===== src/design/led_brightness_fade_sequencer_core_macros.svh =====
// assertion macros for the led brightness fade sequencer
`ifndef LED_BRIGHTNESS_FADE_SEQUENCER_CORE_MACROS_SVH
`define LED_BRIGHTNESS_FADE_SEQUENCER_CORE_MACROS_SVH
`ifndef SYNTHESIS
`define LBFS_CHECK(label, ante, cons) \
  label: assert property (@(posedge clk) disable iff (!rst_n) (ante) |-> (cons)) \
    else $error("lbfs check failed");
`define LBFS_CHECK_NEXT(label, ante, cons) \
  label: assert property (@(posedge clk) disable iff (!rst_n) (ante) |=> (cons)) \
    else $error("lbfs check failed");
`else
`define LBFS_CHECK(label, ante, cons)
`define LBFS_CHECK_NEXT(label, ante, cons)
`endif
`endif


===== src/design/lbfs_pkg.sv =====
// shared types, codes and helpers of the led brightness fade sequencer
package lbfs_pkg;

  localparam int LEVEL_W = 8;
  localparam int MODE_W  = 8;
  localparam int KIND_W  = 2;
  localparam int PCMD_W  = 2;
  localparam int CFG_A_W = 2;
  localparam int PROD_W  = 2 * LEVEL_W;
  localparam int CNT_W   = $clog2(PROD_W);

  localparam logic [CNT_W-1:0]   CNT_LAST   = CNT_W'(PROD_W - 1);
  localparam logic [MODE_W-1:0]  NO_MODE    = 8'hFF;
  localparam logic [LEVEL_W-1:0] DEFAULT_ON = 8'd128;

  localparam logic [KIND_W-1:0] KIND_TICK     = 2'd0;
  localparam logic [KIND_W-1:0] KIND_FADE_IN  = 2'd1;
  localparam logic [KIND_W-1:0] KIND_FADE_OUT = 2'd2;

  localparam logic [PCMD_W-1:0] PCMD_NONE    = 2'd0;
  localparam logic [PCMD_W-1:0] PCMD_ENABLE  = 2'd1;
  localparam logic [PCMD_W-1:0] PCMD_DISABLE = 2'd2;

  localparam logic [CFG_A_W-1:0] CFG_POWER_STEP = 2'd0;
  localparam logic [CFG_A_W-1:0] CFG_OUT_STEPS  = 2'd1;
  localparam logic [CFG_A_W-1:0] CFG_IN_STEPS   = 2'd2;

  localparam logic [LEVEL_W-1:0] RST_POWER_STEP = 8'd8;
  localparam logic [LEVEL_W-1:0] RST_OUT_STEPS  = 8'd16;
  localparam logic [LEVEL_W-1:0] RST_IN_STEPS   = 8'd16;

  typedef struct packed {
    logic [KIND_W-1:0]  mode;
    logic [MODE_W-1:0]  effect_mode_in;
    logic [LEVEL_W-1:0] level_in;
  } in_word_t;

  typedef struct packed {
    logic [LEVEL_W-1:0] level_out;
    logic               apply_mode;
    logic [MODE_W-1:0]  effect_mode_out;
    logic [PCMD_W-1:0]  power_cmd;
    logic               busy_res;
  } out_word_t;

  typedef struct packed {
    logic               start;
    logic [PROD_W-1:0]  dividend;
    logic [LEVEL_W-1:0] divisor;
  } div_req_t;

  typedef struct packed {
    logic               done;
    logic [LEVEL_W-1:0] quot;
  } div_rsp_t;

  // move from toward dest by at most step
  function automatic logic [LEVEL_W-1:0] approach(input logic [LEVEL_W-1:0] from,
                                                  input logic [LEVEL_W-1:0] dest,
                                                  input logic [LEVEL_W-1:0] step);
    logic [LEVEL_W-1:0] res;
    res = from;
    if (from < dest) begin
      res = ((dest - from) > step) ? LEVEL_W'(from + step) : dest;
    end else if (from > dest) begin
      res = ((from - dest) > step) ? LEVEL_W'(from - step) : dest;
    end
    return res;
  endfunction

endpackage


===== src/design/led_brightness_fade_sequencer_core.sv =====
// top level of the led brightness fade sequencer
//
//   channel   dir   handshake          payload
//   in        in    in_valid/in_stall    lbfs_pkg::in_word_t
//   out       out   out_valid/out_stall  lbfs_pkg::out_word_t
//   cfg       in    cfg_we               cfg_addr, cfg_wdata
//
// a word that needs no ramp division is accepted, then written back
// a crossfade ramp word goes through the bit-serial divider before write back
// reset is synchronous, active low; all but sub_r, res_r, out_data_r reset
// a finished word waits in the output register while the next word is taken
`include "led_brightness_fade_sequencer_core_macros.svh"
module led_brightness_fade_sequencer_core (
  input  logic                         clk,
  input  logic                         rst_n,
  input  logic                         in_valid,
  output logic                         in_stall,
  input  lbfs_pkg::in_word_t           in_data,
  output logic                         out_valid,
  input  logic                         out_stall,
  output lbfs_pkg::out_word_t          out_data,
  input  logic                         cfg_we,
  input  logic [lbfs_pkg::CFG_A_W-1:0] cfg_addr,
  input  logic [lbfs_pkg::LEVEL_W-1:0] cfg_wdata
);

  typedef enum logic [2:0] {
    PH_IDLE, PH_FADE_OUT, PH_FADE_IN, PH_XOUT, PH_XIN
  } phase_t;

  typedef enum logic [1:0] {
    ST_READY, ST_DIV, ST_WB
  } seq_st_t;

  localparam int LW = lbfs_pkg::LEVEL_W;
  localparam int MW = lbfs_pkg::MODE_W;

  seq_st_t             st_r, st_nxt;
  phase_t              phase_r, phase_nxt;
  logic [LW-1:0]       power_step_r, power_step_nxt;
  logic [LW-1:0]       out_steps_r, out_steps_nxt;
  logic [LW-1:0]       in_steps_r, in_steps_nxt;
  logic [MW-1:0]       remembered_r, remembered_nxt;
  logic [MW-1:0]       pending_r, pending_nxt;
  logic [LW-1:0]       ramp_r, ramp_nxt;
  logic [LW-1:0]       on_level_r, on_level_nxt;
  logic [LW-1:0]       cur_level_r, cur_level_nxt;
  logic                sub_r, sub_nxt;
  lbfs_pkg::out_word_t res_r, res_nxt;
  lbfs_pkg::out_word_t out_data_r, out_data_nxt;
  logic                out_valid_r, out_valid_nxt;

  lbfs_pkg::div_req_t  div_req;
  lbfs_pkg::div_rsp_t  div_rsp;

  logic                accept;
  logic [LW-1:0]       lv;
  logic [MW-1:0]       mv;
  logic [LW-1:0]       rc;
  logic [LW-1:0]       stepped;
  logic [LW-1:0]       fresh_on;
  logic [LW-1:0]       idle_on;
  logic [LW-1:0]       ramp_level;

  assign in_stall = (st_r != ST_READY);
  assign accept   = in_valid && !in_stall;
  assign lv       = in_data.level_in;
  assign mv       = in_data.effect_mode_in;
  assign rc       = ramp_r + 1'b1;
  assign fresh_on = (lv != '0) ? lv : lbfs_pkg::DEFAULT_ON;
  assign idle_on  = (lv != '0) ? lv : on_level_r;
  assign ramp_level = sub_r ? LW'(on_level_r - div_rsp.quot) : div_rsp.quot;

  always_comb begin
    st_nxt         = st_r;
    phase_nxt      = phase_r;
    power_step_nxt = power_step_r;
    out_steps_nxt  = out_steps_r;
    in_steps_nxt   = in_steps_r;
    remembered_nxt = remembered_r;
    pending_nxt    = pending_r;
    ramp_nxt       = ramp_r;
    on_level_nxt   = on_level_r;
    cur_level_nxt  = cur_level_r;
    sub_nxt        = sub_r;
    res_nxt        = res_r;
    out_data_nxt   = out_data_r;
    out_valid_nxt  = out_valid_r && out_stall;
    stepped        = '0;
    div_req.start    = 1'b0;
    div_req.dividend = lbfs_pkg::PROD_W'(on_level_r) * lbfs_pkg::PROD_W'(rc);
    div_req.divisor  = out_steps_r;

    if (cfg_we) begin
      case (cfg_addr)
        lbfs_pkg::CFG_POWER_STEP: power_step_nxt = cfg_wdata;
        lbfs_pkg::CFG_OUT_STEPS:  out_steps_nxt  = cfg_wdata;
        lbfs_pkg::CFG_IN_STEPS:   in_steps_nxt   = cfg_wdata;
        default: ;
      endcase
    end

    case (st_r)
      ST_READY: begin
        if (accept) begin
          res_nxt.level_out       = lv;
          res_nxt.apply_mode      = 1'b0;
          res_nxt.effect_mode_out = '0;
          res_nxt.power_cmd       = lbfs_pkg::PCMD_NONE;
          st_nxt                  = ST_WB;
          case (in_data.mode)
            lbfs_pkg::KIND_FADE_IN: begin
              on_level_nxt      = fresh_on;
              remembered_nxt    = mv;
              cur_level_nxt     = '0;
              res_nxt.level_out = '0;
              res_nxt.power_cmd = lbfs_pkg::PCMD_ENABLE;
              ramp_nxt          = '0;
              phase_nxt         = PH_FADE_IN;
            end
            lbfs_pkg::KIND_FADE_OUT: begin
              on_level_nxt      = idle_on;
              cur_level_nxt     = idle_on;
              res_nxt.level_out = idle_on;
              ramp_nxt          = '0;
              phase_nxt         = PH_FADE_OUT;
            end
            lbfs_pkg::KIND_TICK: begin
              case (phase_r)
                PH_FADE_OUT: begin
                  stepped           = lbfs_pkg::approach(cur_level_r, '0, power_step_r);
                  cur_level_nxt     = stepped;
                  res_nxt.level_out = stepped;
                  if (stepped == '0) begin
                    res_nxt.power_cmd = lbfs_pkg::PCMD_DISABLE;
                    phase_nxt         = PH_IDLE;
                  end
                end
                PH_FADE_IN: begin
                  stepped = lbfs_pkg::approach(cur_level_r, on_level_r, power_step_r);
                  if (stepped >= on_level_r) begin
                    stepped   = on_level_r;
                    phase_nxt = PH_IDLE;
                  end
                  cur_level_nxt     = stepped;
                  res_nxt.level_out = stepped;
                end
                PH_XOUT: begin
                  if (rc >= out_steps_r) begin
                    cur_level_nxt     = '0;
                    res_nxt.level_out = '0;
                    if (pending_r != lbfs_pkg::NO_MODE) begin
                      res_nxt.apply_mode      = 1'b1;
                      res_nxt.effect_mode_out = pending_r;
                    end
                    pending_nxt = lbfs_pkg::NO_MODE;
                    ramp_nxt    = '0;
                    phase_nxt   = PH_XIN;
                  end else begin
                    ramp_nxt        = rc;
                    sub_nxt         = 1'b1;
                    div_req.start   = 1'b1;
                    div_req.divisor = out_steps_r;
                    st_nxt          = ST_DIV;
                  end
                end
                PH_XIN: begin
                  if (rc >= in_steps_r) begin
                    cur_level_nxt     = on_level_r;
                    res_nxt.level_out = on_level_r;
                    phase_nxt         = PH_IDLE;
                  end else begin
                    ramp_nxt        = rc;
                    sub_nxt         = 1'b0;
                    div_req.start   = 1'b1;
                    div_req.divisor = in_steps_r;
                    st_nxt          = ST_DIV;
                  end
                end
                default: begin
                  phase_nxt = PH_IDLE;
                  if (remembered_r == lbfs_pkg::NO_MODE) begin
                    remembered_nxt = mv;
                    on_level_nxt   = fresh_on;
                  end else begin
                    on_level_nxt = idle_on;
                    if (mv != remembered_r) begin
                      res_nxt.apply_mode      = 1'b1;
                      res_nxt.effect_mode_out = remembered_r;
                      cur_level_nxt           = idle_on;
                      res_nxt.level_out       = idle_on;
                      pending_nxt             = mv;
                      remembered_nxt          = mv;
                      ramp_nxt                = '0;
                      phase_nxt               = PH_XOUT;
                    end
                  end
                end
              endcase
            end
            default: ;
          endcase
          res_nxt.busy_res = (phase_nxt != PH_IDLE);
        end
      end
      ST_DIV: begin
        if (div_rsp.done) begin
          cur_level_nxt     = ramp_level;
          res_nxt.level_out = ramp_level;
          st_nxt            = ST_WB;
        end
      end
      ST_WB: begin
        if (!out_valid_r || !out_stall) begin
          out_data_nxt  = res_r;
          out_valid_nxt = 1'b1;
          st_nxt        = ST_READY;
        end
      end
      default: st_nxt = ST_READY;
    endcase
  end

  always_ff @(posedge clk) begin
    if (!rst_n) begin
      st_r         <= ST_READY;
      phase_r      <= PH_IDLE;
      power_step_r <= lbfs_pkg::RST_POWER_STEP;
      out_steps_r  <= lbfs_pkg::RST_OUT_STEPS;
      in_steps_r   <= lbfs_pkg::RST_IN_STEPS;
      remembered_r <= lbfs_pkg::NO_MODE;
      pending_r    <= lbfs_pkg::NO_MODE;
      ramp_r       <= '0;
      on_level_r   <= lbfs_pkg::DEFAULT_ON;
      cur_level_r  <= '0;
      out_valid_r  <= 1'b0;
    end else begin
      st_r         <= st_nxt;
      phase_r      <= phase_nxt;
      power_step_r <= power_step_nxt;
      out_steps_r  <= out_steps_nxt;
      in_steps_r   <= in_steps_nxt;
      remembered_r <= remembered_nxt;
      pending_r    <= pending_nxt;
      ramp_r       <= ramp_nxt;
      on_level_r   <= on_level_nxt;
      cur_level_r  <= cur_level_nxt;
      out_valid_r  <= out_valid_nxt;
    end
    sub_r      <= sub_nxt;
    res_r      <= res_nxt;
    out_data_r <= out_data_nxt;
  end

  lbfs_div u_div (
    .clk   (clk),
    .rst_n (rst_n),
    .req   (div_req),
    .rsp   (div_rsp)
  );

  assign out_valid = out_valid_r;
  assign out_data  = out_data_r;

  `LBFS_CHECK(a_done_in_div, div_rsp.done, st_r == ST_DIV)
  `LBFS_CHECK(a_disable_idle, out_valid_r && out_data_r.power_cmd == lbfs_pkg::PCMD_DISABLE, !out_data_r.busy_res)
  `LBFS_CHECK(a_enable_busy, out_valid_r && out_data_r.power_cmd == lbfs_pkg::PCMD_ENABLE, out_data_r.busy_res)
  `LBFS_CHECK(a_xin_no_pending, phase_r == PH_XIN, pending_r == lbfs_pkg::NO_MODE)

endmodule


===== src/design/lbfs_div.sv =====
// bit-serial restoring divider for the crossfade ramp level
`include "led_brightness_fade_sequencer_core_macros.svh"
module lbfs_div (
  input  logic              clk,
  input  logic              rst_n,
  input  lbfs_pkg::div_req_t req,
  output lbfs_pkg::div_rsp_t rsp
);

  logic                          busy_r, busy_nxt;
  logic                          done_r, done_nxt;
  logic [lbfs_pkg::CNT_W-1:0]    cnt_r, cnt_nxt;
  logic [lbfs_pkg::LEVEL_W-1:0]  rem_r, rem_nxt;
  logic [lbfs_pkg::LEVEL_W-1:0]  dvs_r, dvs_nxt;
  logic [lbfs_pkg::PROD_W-1:0]   dq_r, dq_nxt;
  logic [lbfs_pkg::LEVEL_W:0]    shifted;
  logic [lbfs_pkg::LEVEL_W:0]    trial;
  logic                          ge;

  assign shifted = {rem_r, dq_r[lbfs_pkg::PROD_W-1]};
  assign ge      = shifted >= {1'b0, dvs_r};
  assign trial   = shifted - {1'b0, dvs_r};

  always_comb begin
    busy_nxt = busy_r;
    done_nxt = 1'b0;
    cnt_nxt  = cnt_r;
    rem_nxt  = rem_r;
    dvs_nxt  = dvs_r;
    dq_nxt   = dq_r;
    if (req.start) begin
      busy_nxt = 1'b1;
      cnt_nxt  = '0;
      rem_nxt  = '0;
      dvs_nxt  = req.divisor;
      dq_nxt   = req.dividend;
    end else if (busy_r) begin
      rem_nxt = ge ? trial[lbfs_pkg::LEVEL_W-1:0] : shifted[lbfs_pkg::LEVEL_W-1:0];
      dq_nxt  = {dq_r[lbfs_pkg::PROD_W-2:0], ge};
      cnt_nxt = cnt_r + 1'b1;
      if (cnt_r == lbfs_pkg::CNT_LAST) begin
        busy_nxt = 1'b0;
        done_nxt = 1'b1;
      end
    end
  end

  always_ff @(posedge clk) begin
    if (!rst_n) begin
      busy_r <= 1'b0;
      done_r <= 1'b0;
      cnt_r  <= '0;
    end else begin
      busy_r <= busy_nxt;
      done_r <= done_nxt;
      cnt_r  <= cnt_nxt;
    end
    rem_r <= rem_nxt;
    dvs_r <= dvs_nxt;
    dq_r  <= dq_nxt;
  end

  assign rsp.done = done_r;
  assign rsp.quot = dq_r[lbfs_pkg::LEVEL_W-1:0];

  `LBFS_CHECK(a_start_when_free, req.start, !busy_r)
  `LBFS_CHECK(a_done_not_busy, done_r, !busy_r)
  `LBFS_CHECK_NEXT(a_last_step_done, busy_r && !req.start && cnt_r == lbfs_pkg::CNT_LAST, done_r)

endmodule


===== config.mk =====
export PLATFORM = sky130hd
export DESIGN_NAME = led_brightness_fade_sequencer_core
export DESIGN_NICKNAME = d
export VERILOG_FILES = /design/src/design/lbfs_pkg.sv /design/src/design/led_brightness_fade_sequencer_core.sv /design/src/design/lbfs_div.sv
export VERILOG_INCLUDE_DIRS = /design/src /design/src/design
export SDC_FILE = /design/constraint.sdc
export NUM_CORES = 1
export LEC_CHECK = 0
export BUFFER_PORTS_ARGS = -buffer_cell sky130_fd_sc_hd__buf_2
export CORE_MARGIN = 2
export CORE_UTILIZATION = 45
export DETAILED_ROUTE_END_ITERATION = 12
export GPL_TIMING_DRIVEN = 0
export HOLD_SLACK_MARGIN = 0.08
export SYNTH_ARGS = -nofsm -noshare
export SYNTH_HDL_FRONTEND = slang
export SYNTH_SLANG_ARGS = --single-unit

===== constraint.sdc =====
create_clock -name clk -period 7.1 [get_ports clk]
set_input_delay 1.42 -clock clk [delete_from_list [all_inputs] [get_ports clk]]
set_output_delay 1.42 -clock clk [all_outputs]
set_load 0.05 [all_outputs]

==> summary.md <==
| Metric | Value |
|---|---|
| Port Buffers | `54` |
| Kind of critical path | `register to register` |
| # hold bufs at CTS | `0` |
| Layout cells sized above 1 | `8.56%` |
| Routed Antenna Nets | `0` |
| Fin Setup TNS | `0 ps` |
| TritonRoute pass-1 iters | `5` |
| Setup WS pre-CTS | `-254 ps` |
| Slowest cell on the critical path | `dfxtp_1` |
| Met1 GRT Util | `35.0%` |
| Bufs and invs on worst path | `3` |
| Vias in the first global route | `10500` |
| Gr usage total | `about a quarter` |
| Worst Path Max Fanout | `10` |
| Sequential power share | `about 34%` |
| Core Area | `roughly 27000 um2` |
| Worst relative slew slack | `19.9%` |
| Clock sinks | `149` |
| # H-tree levels | `4` |
| Die area | `~29000 um2` |
| Syn Inst Count | `1443` |
| Synth area leaders | `edfxtp_1 (16%), dfxtp_1 (14%), ha_1 (13%), fa_1 (6.8%), nand2_1 (4.4%)` |
| Chip width | `169 um` |
| Outcome | `finished, final reports clean` |
| FF+latch count, synth | `~150` |
| Syn_nets | `approximately 1600` |
| Worst-margin pin slew | `around 1200 ps` |
| Hold Crit Class | `register to register` |
| Sequential cell area fraction in the yosys report | `29.5%` |
| I/O Pins | `55` |
| Setup ws final | `376 ps` |
| GRT busiest layer | `met2` |
| Max-cap violations | `0` |
| Starting Density | `45.8%` |
| Max Freq | `~150 MHz` |
| Mapped Area | `around 12000 um2` |
| Pwr dens | `about 210 nW/um2` |
| Synth top area share | `between 10% and 20%` |
| Asr flop ratio synth | `0%` |
| Library cells used by synthesis | `81` |
| Clock Root Buffer | `clkbuf_16` |
| Area Overhead vs Synth | `11.0%` |
| Initial antenna violation count | `0` |
| Final Max Tran Viols | `0` |
| Clock transition at path regs | `70 ps` |
| Gr ovfl total | `0` |
| Longest Clk Path Bufs | `2` |
| Avg WL per Cell | `19.3 um` |
| Final nets | `~1700` |
| Switching Fraction | `between 30% and 40%` |
| Syn Area/Cell | `~8.5 um2` |
| Initial DRC Count | `between 800 and 900` |
| Min Clock Period, post-route | `about 6700 ps` |
| Met3 global-route usage | `between 4 and 5%` |
| Synth Flop Type | `dfxtp_1` |
| Clock power frac | `a little under a third` |
| CTS tree | `done` |
| Final period util | `between 90% and 100%` |
| First-pass GRT wire length | `between 50 and 60 mm` |
| Final Skew | `about 14 ps` |
| Synth warn | `0` |
| Die height | `169 um` |
| Critical Path Start Type | `register` |
| Worst setup EP type | `register` |
| Placement Rows | `60` |
| Crit-path leading delay family | `compound AO/OA/AOI/OAI gates` |
| Most used cell, CP | `a21oi_1` |
| # DRC | `0` |
| Worst endpoint required time | `between 7000 and 8000 ps` |
| Worst Path Arrival | `around 6900 ps` |
| Final Hold Vio Count | `0` |
| Slowest stage delay, CP | `560 ps` |
| Worst skew pair latency | `between 400 and 500 ps` |
| Gpl congestion | `between 0.9 and 1` |
| Top-count cell post-synth | `nand2_1` |
| WL final | `about 36 mm` |
| Count of final setup violators | `0` |
| DR vias/cell | `5.72` |
| RSZ-0062 raised after global routing | `false` |
| Diode count | `0` |
| P_int | `1.81 mW` |
| Count of non-filler cells in the finished layout | `approximately 1900` |
| Peak VDD IR | `124 uV` |
| Post-synth EDFFs | `65` |
| Clock buffer count from CTS | `17` |
| Largest area contributor in the netlist | `edfxtp_1` |
| Hpwl dp | `~28 mm` |
| LEAKAGE | `between 6 and 7 nW` |
| Largest net degree at the start of global routing | `19` |
| Cells after DPL | `between 1500 and 2000` |
| Top cells by count, synth | `nand2_1 (145), nor2_1 (137), inv_1 (132), ha_1 (126), o21ai_0 (100)` |
| Comb power frac | `a little over a third` |
| P_sw | `between 1 and 1.5 mW` |
| DR vias | `10700` |
| GR met2 Demand/Resource | `approximately 43%` |
cell usage in the layout, fill, tap and decap left out, types with 22 or more instances in the layout:
cell type / n
o21ai_0: 99
inv_1: 132
nand3_1: 22
ha_1: 126
fa_1: 42
a21oi_1: 95
buf_2: 62
and2_1: 34
nor3_1: 32
clkbuf_1: 42
mux2i_1: 36
dfxtp_1: 84
nand2_1: 145
edfxtp_1: 65
nor2_1: 137
xor2_1: 32
xnor2_1: 29
final cells by class:
type / count / area (um2)
clock buffers: 17 / 425
plain buffers: 58 / 253
fillers: 2553 / 13200
multi-input cells: 1101 / 7930
repair buffers: 56 / 293
clock inverters: 15 / 178
inverters: 135 / 507
flip-flops and latches: 149 / 3630
well taps: 341 / 427
final timing paths:
kind / from / end / slack (ps) / cells after the start
worst max-delay path: on_level_r[0] / res_r[17] / 380 / 27
worst min-delay path: res_r[0] / out_data[0] / 420 / 0
worst max register to register: on_level_r[0] / res_r[17] / 380 / 27
worst min register to register: res_r[0] / out_data[0] / 420 / 0
cell families after synthesis:
group,after synthesis,share of synthesized area [%]
and+or+nand+nor,466,17.8
DFF,149,29.5
xor gates and xnor gates,61,4.34
muxes,39,3.20
adders and majority gates,169,19.7
buffers and inverters,193,6.13
AOI/OAI and AO/OA,366,19.3
stage by stage:
stage	power [mW]	util [%]	cell area, um2	hold WS, ps
6_report	2.92	50.8	13600	420
5_1_grt	3.09	50.8	13600	421
4_1_cts	2.91	50.7	13600	417
3_5_place_dp	1.98	48.4	13000	405
3_3_place_gp	1.97	48.4	13000	401
2_1_floorplan	1.72	-	12300	400
power by group through the flow:
stage | Clock, mW | Sequential, mW | Combinational [mW]
after global placement | 0 | 1.00 | 0.964
after CTS | 0.937 | 0.984 | 0.991
final | 0.922 | 0.985 | 1.01
after floorplan | 0 | 1.01 | 0.716
after detailed placement | 0 | 1.00 | 0.981
after global routing | 0.973 | 0.989 | 1.13
routing by layer:
metal | vias up | routed length [um]
met5 | - | 0
met4 | 0 | 1020
met3 | 69 | 2260
met2 | 355 | 16800
met1 | 5057 | 16000
li1 | 5221 | -
timing repair:
action,CTS,global route
gates resized for setup,2,6
pin swaps,0,1
endpoints found under the setup margin,8,11
setup buffers,0,1
hold endpoints to repair,0,0
(Power assumes the default switching activity.)
